### src/hw/rtl/aes128_block_cipher_defines.svh
// assertion macros for the aes-128 pipeline
// used by aes_key_exp, aes_round_cell and aes128_block_cipher
`ifndef AES128_BLOCK_CIPHER_DEFINES_SVH
`define AES128_BLOCK_CIPHER_DEFINES_SVH
`ifndef SYNTH
`define AES_ASSERT_NOW(lbl, ante, cons, msg) \
	lbl: assert property (@(posedge clk) disable iff (!arst_n) (ante) |-> (cons)) \
		else $error(msg);
`define AES_ASSERT_NEXT(lbl, ante, cons, msg) \
	lbl: assert property (@(posedge clk) disable iff (!arst_n) (ante) |=> (cons)) \
		else $error(msg);
`else
`define AES_ASSERT_NOW(lbl, ante, cons, msg)
`define AES_ASSERT_NEXT(lbl, ante, cons, msg)
`endif
`endif

### src/hw/rtl/aes_pkg.sv
// aes-128 types, s-box tables and round functions
// no dependencies
package aes_pkg;

	typedef logic [127:0] state_t;
	typedef logic [10:0][127:0] rkeys_t;

	typedef struct packed {
		logic valid;
		logic func;
	} ctl_t;

	localparam logic FUNC_ENC = 1'b0;
	localparam logic FUNC_DEC = 1'b1;

	localparam logic [7:0] SBOX [256] = '{
		8'h63, 8'h7c, 8'h77, 8'h7b, 8'hf2, 8'h6b, 8'h6f, 8'hc5,
		8'h30, 8'h01, 8'h67, 8'h2b, 8'hfe, 8'hd7, 8'hab, 8'h76,
		8'hca, 8'h82, 8'hc9, 8'h7d, 8'hfa, 8'h59, 8'h47, 8'hf0,
		8'had, 8'hd4, 8'ha2, 8'haf, 8'h9c, 8'ha4, 8'h72, 8'hc0,
		8'hb7, 8'hfd, 8'h93, 8'h26, 8'h36, 8'h3f, 8'hf7, 8'hcc,
		8'h34, 8'ha5, 8'he5, 8'hf1, 8'h71, 8'hd8, 8'h31, 8'h15,
		8'h04, 8'hc7, 8'h23, 8'hc3, 8'h18, 8'h96, 8'h05, 8'h9a,
		8'h07, 8'h12, 8'h80, 8'he2, 8'heb, 8'h27, 8'hb2, 8'h75,
		8'h09, 8'h83, 8'h2c, 8'h1a, 8'h1b, 8'h6e, 8'h5a, 8'ha0,
		8'h52, 8'h3b, 8'hd6, 8'hb3, 8'h29, 8'he3, 8'h2f, 8'h84,
		8'h53, 8'hd1, 8'h00, 8'hed, 8'h20, 8'hfc, 8'hb1, 8'h5b,
		8'h6a, 8'hcb, 8'hbe, 8'h39, 8'h4a, 8'h4c, 8'h58, 8'hcf,
		8'hd0, 8'hef, 8'haa, 8'hfb, 8'h43, 8'h4d, 8'h33, 8'h85,
		8'h45, 8'hf9, 8'h02, 8'h7f, 8'h50, 8'h3c, 8'h9f, 8'ha8,
		8'h51, 8'ha3, 8'h40, 8'h8f, 8'h92, 8'h9d, 8'h38, 8'hf5,
		8'hbc, 8'hb6, 8'hda, 8'h21, 8'h10, 8'hff, 8'hf3, 8'hd2,
		8'hcd, 8'h0c, 8'h13, 8'hec, 8'h5f, 8'h97, 8'h44, 8'h17,
		8'hc4, 8'ha7, 8'h7e, 8'h3d, 8'h64, 8'h5d, 8'h19, 8'h73,
		8'h60, 8'h81, 8'h4f, 8'hdc, 8'h22, 8'h2a, 8'h90, 8'h88,
		8'h46, 8'hee, 8'hb8, 8'h14, 8'hde, 8'h5e, 8'h0b, 8'hdb,
		8'he0, 8'h32, 8'h3a, 8'h0a, 8'h49, 8'h06, 8'h24, 8'h5c,
		8'hc2, 8'hd3, 8'hac, 8'h62, 8'h91, 8'h95, 8'he4, 8'h79,
		8'he7, 8'hc8, 8'h37, 8'h6d, 8'h8d, 8'hd5, 8'h4e, 8'ha9,
		8'h6c, 8'h56, 8'hf4, 8'hea, 8'h65, 8'h7a, 8'hae, 8'h08,
		8'hba, 8'h78, 8'h25, 8'h2e, 8'h1c, 8'ha6, 8'hb4, 8'hc6,
		8'he8, 8'hdd, 8'h74, 8'h1f, 8'h4b, 8'hbd, 8'h8b, 8'h8a,
		8'h70, 8'h3e, 8'hb5, 8'h66, 8'h48, 8'h03, 8'hf6, 8'h0e,
		8'h61, 8'h35, 8'h57, 8'hb9, 8'h86, 8'hc1, 8'h1d, 8'h9e,
		8'he1, 8'hf8, 8'h98, 8'h11, 8'h69, 8'hd9, 8'h8e, 8'h94,
		8'h9b, 8'h1e, 8'h87, 8'he9, 8'hce, 8'h55, 8'h28, 8'hdf,
		8'h8c, 8'ha1, 8'h89, 8'h0d, 8'hbf, 8'he6, 8'h42, 8'h68,
		8'h41, 8'h99, 8'h2d, 8'h0f, 8'hb0, 8'h54, 8'hbb, 8'h16
	};

	localparam logic [7:0] INV_SBOX [256] = '{
		8'h52, 8'h09, 8'h6a, 8'hd5, 8'h30, 8'h36, 8'ha5, 8'h38,
		8'hbf, 8'h40, 8'ha3, 8'h9e, 8'h81, 8'hf3, 8'hd7, 8'hfb,
		8'h7c, 8'he3, 8'h39, 8'h82, 8'h9b, 8'h2f, 8'hff, 8'h87,
		8'h34, 8'h8e, 8'h43, 8'h44, 8'hc4, 8'hde, 8'he9, 8'hcb,
		8'h54, 8'h7b, 8'h94, 8'h32, 8'ha6, 8'hc2, 8'h23, 8'h3d,
		8'hee, 8'h4c, 8'h95, 8'h0b, 8'h42, 8'hfa, 8'hc3, 8'h4e,
		8'h08, 8'h2e, 8'ha1, 8'h66, 8'h28, 8'hd9, 8'h24, 8'hb2,
		8'h76, 8'h5b, 8'ha2, 8'h49, 8'h6d, 8'h8b, 8'hd1, 8'h25,
		8'h72, 8'hf8, 8'hf6, 8'h64, 8'h86, 8'h68, 8'h98, 8'h16,
		8'hd4, 8'ha4, 8'h5c, 8'hcc, 8'h5d, 8'h65, 8'hb6, 8'h92,
		8'h6c, 8'h70, 8'h48, 8'h50, 8'hfd, 8'hed, 8'hb9, 8'hda,
		8'h5e, 8'h15, 8'h46, 8'h57, 8'ha7, 8'h8d, 8'h9d, 8'h84,
		8'h90, 8'hd8, 8'hab, 8'h00, 8'h8c, 8'hbc, 8'hd3, 8'h0a,
		8'hf7, 8'he4, 8'h58, 8'h05, 8'hb8, 8'hb3, 8'h45, 8'h06,
		8'hd0, 8'h2c, 8'h1e, 8'h8f, 8'hca, 8'h3f, 8'h0f, 8'h02,
		8'hc1, 8'haf, 8'hbd, 8'h03, 8'h01, 8'h13, 8'h8a, 8'h6b,
		8'h3a, 8'h91, 8'h11, 8'h41, 8'h4f, 8'h67, 8'hdc, 8'hea,
		8'h97, 8'hf2, 8'hcf, 8'hce, 8'hf0, 8'hb4, 8'he6, 8'h73,
		8'h96, 8'hac, 8'h74, 8'h22, 8'he7, 8'had, 8'h35, 8'h85,
		8'he2, 8'hf9, 8'h37, 8'he8, 8'h1c, 8'h75, 8'hdf, 8'h6e,
		8'h47, 8'hf1, 8'h1a, 8'h71, 8'h1d, 8'h29, 8'hc5, 8'h89,
		8'h6f, 8'hb7, 8'h62, 8'h0e, 8'haa, 8'h18, 8'hbe, 8'h1b,
		8'hfc, 8'h56, 8'h3e, 8'h4b, 8'hc6, 8'hd2, 8'h79, 8'h20,
		8'h9a, 8'hdb, 8'hc0, 8'hfe, 8'h78, 8'hcd, 8'h5a, 8'hf4,
		8'h1f, 8'hdd, 8'ha8, 8'h33, 8'h88, 8'h07, 8'hc7, 8'h31,
		8'hb1, 8'h12, 8'h10, 8'h59, 8'h27, 8'h80, 8'hec, 8'h5f,
		8'h60, 8'h51, 8'h7f, 8'ha9, 8'h19, 8'hb5, 8'h4a, 8'h0d,
		8'h2d, 8'he5, 8'h7a, 8'h9f, 8'h93, 8'hc9, 8'h9c, 8'hef,
		8'ha0, 8'he0, 8'h3b, 8'h4d, 8'hae, 8'h2a, 8'hf5, 8'hb0,
		8'hc8, 8'heb, 8'hbb, 8'h3c, 8'h83, 8'h53, 8'h99, 8'h61,
		8'h17, 8'h2b, 8'h04, 8'h7e, 8'hba, 8'h77, 8'hd6, 8'h26,
		8'he1, 8'h69, 8'h14, 8'h63, 8'h55, 8'h21, 8'h0c, 8'h7d
	};

	function automatic logic [7:0] rcon(input logic [3:0] rnd);
		logic [7:0] r;
		unique case (rnd)
			4'd1:    r = 8'h01;
			4'd2:    r = 8'h02;
			4'd3:    r = 8'h04;
			4'd4:    r = 8'h08;
			4'd5:    r = 8'h10;
			4'd6:    r = 8'h20;
			4'd7:    r = 8'h40;
			4'd8:    r = 8'h80;
			4'd9:    r = 8'h1b;
			4'd10:   r = 8'h36;
			default: r = 8'h00;
		endcase
		return r;
	endfunction

	function automatic logic [7:0] xt(input logic [7:0] a);
		return {a[6:0], 1'b0} ^ (a[7] ? 8'h1b : 8'h00);
	endfunction

	function automatic state_t sub_bytes(input state_t s);
		state_t t;
		for (int i = 0; i < 16; i++) begin
			t[8*i +: 8] = SBOX[s[8*i +: 8]];
		end
		return t;
	endfunction

	function automatic state_t inv_sub_bytes(input state_t s);
		state_t t;
		for (int i = 0; i < 16; i++) begin
			t[8*i +: 8] = INV_SBOX[s[8*i +: 8]];
		end
		return t;
	endfunction

	function automatic state_t shift_rows(input state_t s);
		state_t t;
		for (int r = 0; r < 4; r++) begin
			for (int c = 0; c < 4; c++) begin
				t[8*(r+4*c) +: 8] = s[8*(r+4*((c+r)&3)) +: 8];
			end
		end
		return t;
	endfunction

	function automatic state_t inv_shift_rows(input state_t s);
		state_t t;
		for (int r = 0; r < 4; r++) begin
			for (int c = 0; c < 4; c++) begin
				t[8*(r+4*((c+r)&3)) +: 8] = s[8*(r+4*c) +: 8];
			end
		end
		return t;
	endfunction

	function automatic state_t mix_columns(input state_t s);
		state_t t;
		logic [7:0] a0, a1, a2, a3;
		for (int c = 0; c < 4; c++) begin
			a0 = s[32*c +: 8];
			a1 = s[32*c+8 +: 8];
			a2 = s[32*c+16 +: 8];
			a3 = s[32*c+24 +: 8];
			t[32*c +: 8]    = xt(a0) ^ xt(a1) ^ a1 ^ a2 ^ a3;
			t[32*c+8 +: 8]  = xt(a1) ^ xt(a2) ^ a2 ^ a3 ^ a0;
			t[32*c+16 +: 8] = xt(a2) ^ xt(a3) ^ a3 ^ a0 ^ a1;
			t[32*c+24 +: 8] = xt(a3) ^ xt(a0) ^ a0 ^ a1 ^ a2;
		end
		return t;
	endfunction

	function automatic logic [7:0] mul9(input logic [7:0] a);
		return xt(xt(xt(a))) ^ a;
	endfunction

	function automatic logic [7:0] mul11(input logic [7:0] a);
		return xt(xt(xt(a))) ^ xt(a) ^ a;
	endfunction

	function automatic logic [7:0] mul13(input logic [7:0] a);
		return xt(xt(xt(a))) ^ xt(xt(a)) ^ a;
	endfunction

	function automatic logic [7:0] mul14(input logic [7:0] a);
		return xt(xt(xt(a))) ^ xt(xt(a)) ^ xt(a);
	endfunction

	function automatic state_t inv_mix_columns(input state_t s);
		state_t t;
		logic [7:0] a0, a1, a2, a3;
		for (int c = 0; c < 4; c++) begin
			a0 = s[32*c +: 8];
			a1 = s[32*c+8 +: 8];
			a2 = s[32*c+16 +: 8];
			a3 = s[32*c+24 +: 8];
			t[32*c +: 8]    = mul14(a0) ^ mul11(a1) ^ mul13(a2) ^ mul9(a3);
			t[32*c+8 +: 8]  = mul14(a1) ^ mul11(a2) ^ mul13(a3) ^ mul9(a0);
			t[32*c+16 +: 8] = mul14(a2) ^ mul11(a3) ^ mul13(a0) ^ mul9(a1);
			t[32*c+24 +: 8] = mul14(a3) ^ mul11(a0) ^ mul13(a1) ^ mul9(a2);
		end
		return t;
	endfunction

	function automatic state_t next_round_key(input state_t k, input logic [3:0] rnd);
		state_t n;
		logic [31:0] tw;
		tw = {SBOX[k[103:96]], SBOX[k[127:120]], SBOX[k[119:112]],
			SBOX[k[111:104]] ^ rcon(rnd)};
		n[31:0]   = k[31:0] ^ tw;
		n[63:32]  = k[63:32] ^ n[31:0];
		n[95:64]  = k[95:64] ^ n[63:32];
		n[127:96] = k[127:96] ^ n[95:64];
		return n;
	endfunction

endpackage

### src/hw/rtl/aes_key_exp.sv
// key registers and iterative round key expansion, one round key per cycle
// depends on aes_pkg and aes128_block_cipher_defines.svh
`include "aes128_block_cipher_defines.svh"
module aes_key_exp (
	input  logic            clk,
	input  logic            arst_n,
	input  logic            cfg_write,
	input  logic            cfg_index,
	input  logic [63:0]     cfg_data,
	output logic            busy,
	output aes_pkg::rkeys_t rkeys
);
	import aes_pkg::*;

	logic [63:0] key_low_q, key_high_q;
	logic        busy_q;
	logic [3:0]  cnt_q;
	state_t      cur_q;
	state_t      rk_q [11];
	state_t      nxt;

	assign nxt  = next_round_key(cur_q, cnt_q);
	assign busy = busy_q;

	always_ff @(posedge clk or negedge arst_n) begin
		if (!arst_n) begin
			key_low_q  <= '0;
			key_high_q <= '0;
			busy_q     <= 1'b1;
			cnt_q      <= '0;
		end else if (cfg_write) begin
			if (cfg_index) key_high_q <= cfg_data;
			else key_low_q <= cfg_data;
			busy_q <= 1'b1;
			cnt_q  <= '0;
		end else if (busy_q) begin
			cnt_q <= cnt_q + 4'd1;
			if (cnt_q == 4'd10) busy_q <= 1'b0;
		end
	end

	always_ff @(posedge clk) begin
		if (busy_q && !cfg_write) begin
			if (cnt_q == 4'd0) begin
				rk_q[0] <= {key_high_q, key_low_q};
				cur_q   <= {key_high_q, key_low_q};
			end else begin
				rk_q[cnt_q] <= nxt;
				cur_q       <= nxt;
			end
		end
	end

	always_comb begin
		for (int i = 0; i < 11; i++) begin
			rkeys[i] = rk_q[i];
		end
	end

	`AES_ASSERT_NEXT(a_write_busy, cfg_write, busy_q, "key write did not start expansion")
	`AES_ASSERT_NOW(a_cnt_range, busy_q, cnt_q <= 4'd10, "expansion counter out of range")
	`AES_ASSERT_NEXT(a_idle_hold, !busy_q && !cfg_write, !busy_q, "expansion restarted unasked")
endmodule

### config.mk
export PLATFORM = sky130hd
export DESIGN_NAME = aes_key_exp
export DESIGN_NICKNAME = d
export VERILOG_FILES = /design/src/hw/rtl/aes_pkg.sv /design/src/hw/rtl/aes_key_exp.sv
export VERILOG_INCLUDE_DIRS = /design/src /design/src/hw/rtl
export SDC_FILE = /design/constraint.sdc
export NUM_CORES = 2
export LEC_CHECK = 0
export ABC_AREA = 0
export BUFFER_PORTS_ARGS = -buffer_cell sky130_fd_sc_hd__clkbuf_2
export CAP_MARGIN = 15
export CORE_AREA = 2 2 577 579
export DETAILED_ROUTE_END_ITERATION = 10
export DIE_AREA = 0 0 579 581
export HOLD_SLACK_MARGIN = 0.02
export PLACE_DENSITY = 0.36
export SLEW_MARGIN = 10
export SYNTH_ARGS = -nofsm -noshare
export SYNTH_HDL_FRONTEND = slang
export SYNTH_SLANG_ARGS = --single-unit
### constraint.sdc
create_clock -name clk -period 17.85 [get_ports clk]
set_input_delay 0.8925 -clock clk [delete_from_list [all_inputs] [get_ports clk]]
set_output_delay 0.8925 -clock clk [all_outputs]
set_load 0.02 [all_outputs]
=== Word-level counts from Yosys, hierarchy flattened ===
Memory sizes are Yosys's and may differ from the RTL's.
Cells that the tools add are included.

* Add/sub/neg operators: 1
* Magnitude comparators: 4
* Equality and inequality tests: 1
* Multiplexer cells: 23
* Bitwise logic cells: 10
* Reduce and logical (&&, ||, !) cells: 7

{| class="wikitable"
|+ Operator list
! operator !! count
|-
| 128-bit 2-to-1 mux || 2
|-
| 128-bit OR reduction || 1
|-
| 32-bit XOR || 4
|-
| 8-bit 2-to-1 mux || 8
|-
| 9-bit >= comparator, second input constant || 4
|-
| 8-bit inverter with 9-bit output || 4
|-
| 4-bit 2-to-1 mux || 3
|-
| 1-bit 2-to-1 mux || 10
|-
| 8-bit XOR || 1
|-
| 4-bit by 1-bit adder with 4-bit output, second input constant || 1
|-
| 4-bit equality test, second input constant || 1
|-
| 4-bit logical NOT || 1
|-
| 2-bit AND reduction || 2
|-
| 2-bit nonzero test || 1
|-
| 1-bit logical AND || 1
|-
| 1-bit logical NOT || 1
|-
| 1-bit inverter || 1
|}

* Bits in registers: 261
* RAM bits: 1,408
* Memory bits (read-only): 8,320
* Output and inout bits: 1,409
* Word-level logic and storage cells: 57
* Memories: 6

{| class="wikitable"
|+ Memories
! memory !! words !! width !! read ports !! clocked after Yosys merged registers in !! write ports !! line !! RTL
|-
| (no name shown) || 256 || 8 || 1 || 0 || 0 || aes_pkg.sv:196 || <nowiki>SBOX[k[111:104]] ^ rcon(rnd)};</nowiki>
|-
| (no name shown) || 256 || 8 || 1 || 0 || 0 || aes_pkg.sv:195 || <nowiki>tw = {SBOX[k[103:96]], SBOX[k[127:120]], SBOX[k[119:112]],</nowiki>
|-
| (no name shown) || 256 || 8 || 1 || 0 || 0 || aes_pkg.sv:195 ||
|-
| (no name shown) || 256 || 8 || 1 || 0 || 0 || aes_pkg.sv:195 ||
|-
| rk_q || 11 || 128 || 11 || 0 || 1 || aes_key_exp.sv:19 || <nowiki>state_t rk_q [11];</nowiki>
|-
| (no name shown) || 16 || 8 || 1 || 0 || 0 || aes_pkg.sv:88 || <nowiki>unique case (rnd)</nowiki>
|}

=== Depth between registers and ports, before layout ===
* Depth in word-level cells: 10
* Depth in mapped cells: 15
* Gate-level depth less buffers: 11

=== Worst setup path after synthesis ===
No wires, ideal clock.

* Path kind: input to register
* From: input port cfg_write
* To: memory rk_q[8][0] (netlist bit), enable pin
* Setup time: 0.771 ns
* Data arrival time: 13.953 ns
* Required time: 17.079 ns
* Slack: 3.126 ns
* Stages: 5
* Buffers on the path: 2
* Cell sequence: clkbuf_1 nor2b_1 clkbuf_1 nand2_1 nor3_1

* Cells in the longest elaborated chain, start to end: 6
* Elaborated cells between the ends (all ways): 9

{| class="wikitable"
|+ RTL lines
! what !! line !! RTL
|-
| start, declared || aes_key_exp.sv:7 || <nowiki>input logic cfg_write,</nowiki>
|-
| 1-bit logical NOT (*) || aes_key_exp.sv:43 || <nowiki>if (busy_q && !cfg_write) begin</nowiki>
|-
| 1-bit logical AND (*) || aes_key_exp.sv:43 ||
|-
| 1-bit 2-to-1 mux || aes_key_exp.sv:43 ||
|-
| 1-bit 2-to-1 mux (not written as such) || aes_key_exp.sv:48 || <nowiki>rk_q[cnt_q] <= nxt;</nowiki>
|-
| 128-bit OR reduction (no source line) || n/a ||
|-
| 4-bit 2-to-1 mux (no source line) or 1-bit 2-to-1 mux (tied branches) || n/a ||
|-
| end, declared || aes_key_exp.sv:19 ||
|}

Mark *: on every way between the ends. The rest lies on a longest branch, timed or not.

=== Final worst setup path ===
* From: register cur_q[96]
* To: register cur_q[120], data pin

* Cells in the longest elaborated chain, start to end: 9

{| class="wikitable"
|+ RTL lines
! what !! line !! RTL
|-
| start, declared || aes_key_exp.sv:18 || <nowiki>state_t cur_q;</nowiki>
|-
| start signal, assigned || aes_key_exp.sv:46 || <nowiki>cur_q <= {key_high_q, key_low_q};</nowiki>
|-
| start signal, assigned || aes_key_exp.sv:49 || <nowiki>cur_q <= nxt;</nowiki>
|-
| 8-bit inverter with 9-bit output (not written as such) || aes_pkg.sv:195 ||
|-
| memory read 256 x 8 bit || n/a ||
|-
| 8-bit 2-to-1 mux (not written as such) (2 in a row) || aes_pkg.sv:195 ||
|-
| 32-bit XOR || aes_pkg.sv:197 || <nowiki>n[31:0] = k[31:0] ^ tw;</nowiki>
|-
| 32-bit XOR || aes_pkg.sv:198 || <nowiki>n[63:32] = k[63:32] ^ n[31:0];</nowiki>
|-
| 32-bit XOR || aes_pkg.sv:199 || <nowiki>n[95:64] = k[95:64] ^ n[63:32];</nowiki>
|-
| 32-bit XOR || aes_pkg.sv:200 || <nowiki>n[127:96] = k[127:96] ^ n[95:64];</nowiki>
|-
| 128-bit 2-to-1 mux || aes_key_exp.sv:44 || <nowiki>if (cnt_q == 4'd0) begin</nowiki>
|}

Every way passes these cells. The select of a mux whose other input is x is not followed.
A chain may end at the register's enable or synchronous reset.

==> out/qor.txt <==
RUN STATUS
-----------------------------------------------------------------------------------------------------
Run status                                                                               complete, no violations

WORST SETUP PATH
-----------------------------------------------------------------------------------------------------
Critical path endpoint category                                                                  flop
Reg2reg start                                                                               cur_q[96]
Critical path arrival                                                                         6.52 ns
WS Path Type                                                                               reg -> reg
Launching element type of the critical path                                                      flop
Source of the critical timing path                                                          cur_q[96]
Worst Path Max Fanout                                                                              39
Worst path required time                                                                     18.34 ns

POWER AND IR DROP
-----------------------------------------------------------------------------------------------------
Portion of total power attributed to the clock network                                          0.215
Switching Power                                                                             0.00864 W
Leakage power figure                                                                          33.2 nW
Worst ir drop on vdd                                                                        0.0871 mV
Seq pwr share                                                                                   0.296
Power Density                                                                              211 mW/mm²
P_int                                                                                        0.0104 W
Sw frac                                                                                         0.454
Share of total power in combinational logic                                                     0.489

CTS
-----------------------------------------------------------------------------------------------------
Quantity of hold-fixing buffers added after cts                                                     1
CTS max path bufs                                                                                   4
CTS H-Tree Depth                                                                                    4
Clock transition time at the flip-flop clock pins of the worst setup and hold paths           0.06 ns
Root Driver                                                                              sky130_fd_sc_hd__clkbuf_16
Post-CTS Setup Repair Bufs                                                                          0
CTS-repair resized insts                                                                            0
Clock sinks                                                                                      1669
Number of buffers created by CTS                                                                  197
CTS tree                                                                                         done
Clk Latency, worst-skew pair                                                                  0.91 ns

TIMING
-----------------------------------------------------------------------------------------------------
Final-report setup violation count                                                                  0
Clock period minus worst slack                                                                6.03 ns
Highest clock frequency the design can meet                                                   166 MHz
RSZ-0062 raised after global routing                                                               no
Setup ws final                                                                               11.82 ns
Setup clock skew after layout                                                               0.0985 ns
Worst-Margin Slew                                                                             1.22 ns
Slew margin rel.                                                                                0.184
Number of pins exceeding their max-slew limit in the final report                                   0
Share of the clock period used by the worst path                                                0.338
Final Hold Fails                                                                                    0
Setup TNS                                                                                        0 ns

FINAL LAYOUT
-----------------------------------------------------------------------------------------------------
Fill cell instance count of the final layout                                                    34099
Most frequent cells in the layout                                                        sky130_fd_sc_hd__edfxtp_1, sky130_fd_sc_hd__clkbuf_2, sky130_fd_sc_hd__nand2_1, sky130_fd_sc_hd__a21oi_1, sky130_fd_sc_hd__nor2_1
Final core utilization                                                                          0.273
Leading cell type in the layout, fill and taps excluded                                  sky130_fd_sc_hd__edfxtp_1
Share of final-layout standard cells stronger than drive strength 1                             0.355
Area overhead of the layout relative to synthesis                                               28.3%
Number of nets in the layout                                                                     6507

SYNTHESIS
-----------------------------------------------------------------------------------------------------
Post-synthesis compound-gate area fraction                                                      0.102
Cell Area, Synth                                                                           0.0702 mm²
Post-synthesis share of cell area spent on full adders, half adders and majority gates         0.0115
Dominant synthesized flop cell                                                           sky130_fd_sc_hd__edfxtp_1
Average footprint of a synthesized cell                                                      14.4 µm²
Share of synthesized flip-flops with an asynchronous set or reset                              0.0797
Multiplexer share of the synthesized area                                                      0.0444
Register area share after synthesis                                                             0.704
Xor and xnor area share after synthesis                                                        0.0282
Nets in the synthesized netlist                                                                  4994
Cell count after synthesis                                                                       4862
Largest family of logic cells by synthesized area                                        compound AO/OA/AOI/OAI gates
Post-Synth Simple-Gate Area                                                                    0.0848
Total of flip-flops plus latches after synthesis                                                 1669
Total number of yosys warnings                                                                      0
Count of unique library cells instantiated by Yosys                                               111
Number of enable-type register cells in the synthesized netlist                                  1536

GLOBAL ROUTING
-----------------------------------------------------------------------------------------------------
Pin count of the biggest net entering global routing                                              132
Vias in the first global route                                                                  49517
First-pass GRT wire length                                                                     501 mm
Aggregate global-route resource usage                                                           0.221
Total grt overflow                                                                                  0
Initial antenna violation count                                                                    93

DETAILED ROUTING
-----------------------------------------------------------------------------------------------------
Routed wire length per instance                                                               35.5 µm
Via-to-Cell Ratio                                                                                4.81
Number of nets with antenna violations after routing                                                0
Vias post-DR                                                                                    52497
Final routed DRC violation total                                                                    0
Detailed Routing Iterations Pass 1                                                                  8
Final wirelength                                                                               388 mm
Count of routing violations after the opening detailed-route iteration                           6005

FLOORPLANNING
-----------------------------------------------------------------------------------------------------
Floorplan die width                                                                            579 µm
Die height                                                                                     581 µm
Floorplan row count                                                                               211
Ports                                                                                            1477
Core region area                                                                            0.330 mm²
Area enclosed by the die boundary                                                           0.336 mm²
Initial Util                                                                                    0.213

PLACED DESIGN
-----------------------------------------------------------------------------------------------------
Worst slack, placed                                                                          12.07 ns
Final weighted congestion in routability-driven placement                                       0.937
Post-detailed-placement half-perimeter wirelength                                              284 mm
Number of input and output port buffers inserted                                                 1476

HOLD PATH
-----------------------------------------------------------------------------------------------------
Hold Startpoint                                                                          cfg_data[56]
HP Class                                                                                    in -> reg

FLOW RUN
-----------------------------------------------------------------------------------------------------
Number of max-cap violations                                                                        0

-- critical path, cell delays in order, from the launching register on --
cell	delay, ns
sky130_fd_sc_hd__edfxtp_1	0.32
sky130_fd_sc_hd__buf_4	0.46
sky130_fd_sc_hd__inv_1	0.38
sky130_fd_sc_hd__ha_1	0.95
sky130_fd_sc_hd__and2_1	0.48
sky130_fd_sc_hd__o41ai_1	0.17
sky130_fd_sc_hd__a2bb2oi_1	0.17
sky130_fd_sc_hd__a2111oi_0	0.91
sky130_fd_sc_hd__a21oi_1	0.21
sky130_fd_sc_hd__xnor2_2	0.37
sky130_fd_sc_hd__xnor3_1	0.41
sky130_fd_sc_hd__a21oi_1	0.80
-- cell type report --
| cell class | instances | area [µm²] | area share |
|---|---|---|---|
| diodes | 22 | 55.1 | 0.000611 |
| clock buffers | 241 | 5190 | 0.0575 |
| clock inverters | 119 | 1290 | 0.0144 |
| inverters | 47 | 176 | 0.00196 |
| multi-input cells | 2792 | 19600 | 0.217 |
| flip-flops and latches | 1669 | 49500 | 0.549 |
| well taps | 4366 | 5460 | 0.0606 |
| repair buffers | 1668 | 8910 | 0.0988 |
-- final timing paths --
check,to,slack [ns],cells past startpoint
worst max-delay path,cur_q[120],11.82,11
worst max register to register,cur_q[120],11.82,11
min in group asynchronous,key_low_q[58],0.63,2
worst min register to register,key_high_q[51],0.53,1
max in group asynchronous,key_high_q[18],15.91,3
worst min-delay path,key_low_q[56],0.27,2
-- flip-flops by register name, indices dropped and copies added (netlist names) --
| name | count |
|---|---|
| cnt_q | 4 |
| key_low_q | 64 |
| busy | 1 |
| rk_q | 1408 |
| cur_q | 128 |
| key_high_q | 64 |
-- through the flow --
step	cell area (µm²)	cells	hold slack (ns)	total power, W
global placement	83500	10536	0.511	0.0151
floorplan	70200	4862	0.494	0.0107
detailed placement	83600	10540	0.515	0.0149
global route	90100	10906	0.234	0.0198
finish	90100	10924	0.268	0.0190
CTS	90100	10901	0.192	0.0191
-- power groups by stage --
stage | Sequential (W) | Clock, W | Combinational (W)
3_3_place_gp | 0.00572 | 0 | 0.00936
6_report | 0.00564 | 0.00409 | 0.00930
5_1_grt | 0.00568 | 0.00434 | 0.00981
4_1_cts | 0.00564 | 0.00420 | 0.00926
2_1_floorplan | 0.00586 | 0 | 0.00487
3_5_place_dp | 0.00572 | 0 | 0.00922
-- per-layer routing --
layer	routed length, µm	track usage	up-vias
li1	-	-	21724
met1	169000	0.299	27779
met2	183000	0.364	2569
met3	26500	0.0414	421
met4	9830	0.0507	4
met5	27	0	-
-- cells in the mapped netlist, types with 17 or more instances --
cell                       count  area share
sky130_fd_sc_hd__a311oi_1     47      0.0059
sky130_fd_sc_hd__a31oi_1      50      0.0045
sky130_fd_sc_hd__o311ai_0     34      0.0042
sky130_fd_sc_hd__buf_1        22      0.0012
sky130_fd_sc_hd__nand2b_1    110      0.0098
sky130_fd_sc_hd__mux4_2       33       0.011
sky130_fd_sc_hd__xor2_1       47      0.0059
sky130_fd_sc_hd__a221oi_1     33      0.0041
sky130_fd_sc_hd__mux2i_1      45      0.0064
sky130_fd_sc_hd__buf_4        22      0.0024
sky130_fd_sc_hd__clkbuf_1    204       0.011
sky130_fd_sc_hd__o21ai_0     286       0.020
sky130_fd_sc_hd__nor2b_1      87      0.0077
sky130_fd_sc_hd__nor4_1       29      0.0026
sky130_fd_sc_hd__a211oi_1     61      0.0065
sky130_fd_sc_hd__o22ai_1      20      0.0018
sky130_fd_sc_hd__o211ai_1     46      0.0049
sky130_fd_sc_hd__and3_1       23      0.0020
sky130_fd_sc_hd__o31ai_1      25      0.0027
sky130_fd_sc_hd__edfxtp_1   1536        0.66
sky130_fd_sc_hd__nand4_1      17      0.0015
sky130_fd_sc_hd__nand2_1     400       0.021
sky130_fd_sc_hd__nor2_1      228       0.012
sky130_fd_sc_hd__and2_1       25      0.0022
sky130_fd_sc_hd__xnor2_1     108       0.013
sky130_fd_sc_hd__nor3_1       75      0.0053
sky130_fd_sc_hd__inv_1        35      0.0019
sky130_fd_sc_hd__ha_1         63       0.011
sky130_fd_sc_hd__buf_2        95      0.0068
sky130_fd_sc_hd__a21oi_1     231       0.016
sky130_fd_sc_hd__or2_2        22      0.0020
sky130_fd_sc_hd__or3_1        18      0.0016
sky130_fd_sc_hd__dfrtp_1     132       0.047
sky130_fd_sc_hd__nand3_1     100      0.0071
sky130_fd_sc_hd__mux2_2      168       0.027
sky130_fd_sc_hd__o21ai_1      19      0.0014
-- kinds of logic (layout without fill, tap and decap cells) --
kind of cell,count (synthesis),in the layout
AO/OA/AOI/OAI,1081,1081
buffers and inverters,401,2075
flip-flops,1669,1669
multiplexers,248,248
AND/OR/NAND/NOR,1212,1212
other,0,22
XOR/XNOR,187,187
adder cells (fa/ha/maj),64,64
Note: power is estimated with default switching activity, not from simulation.
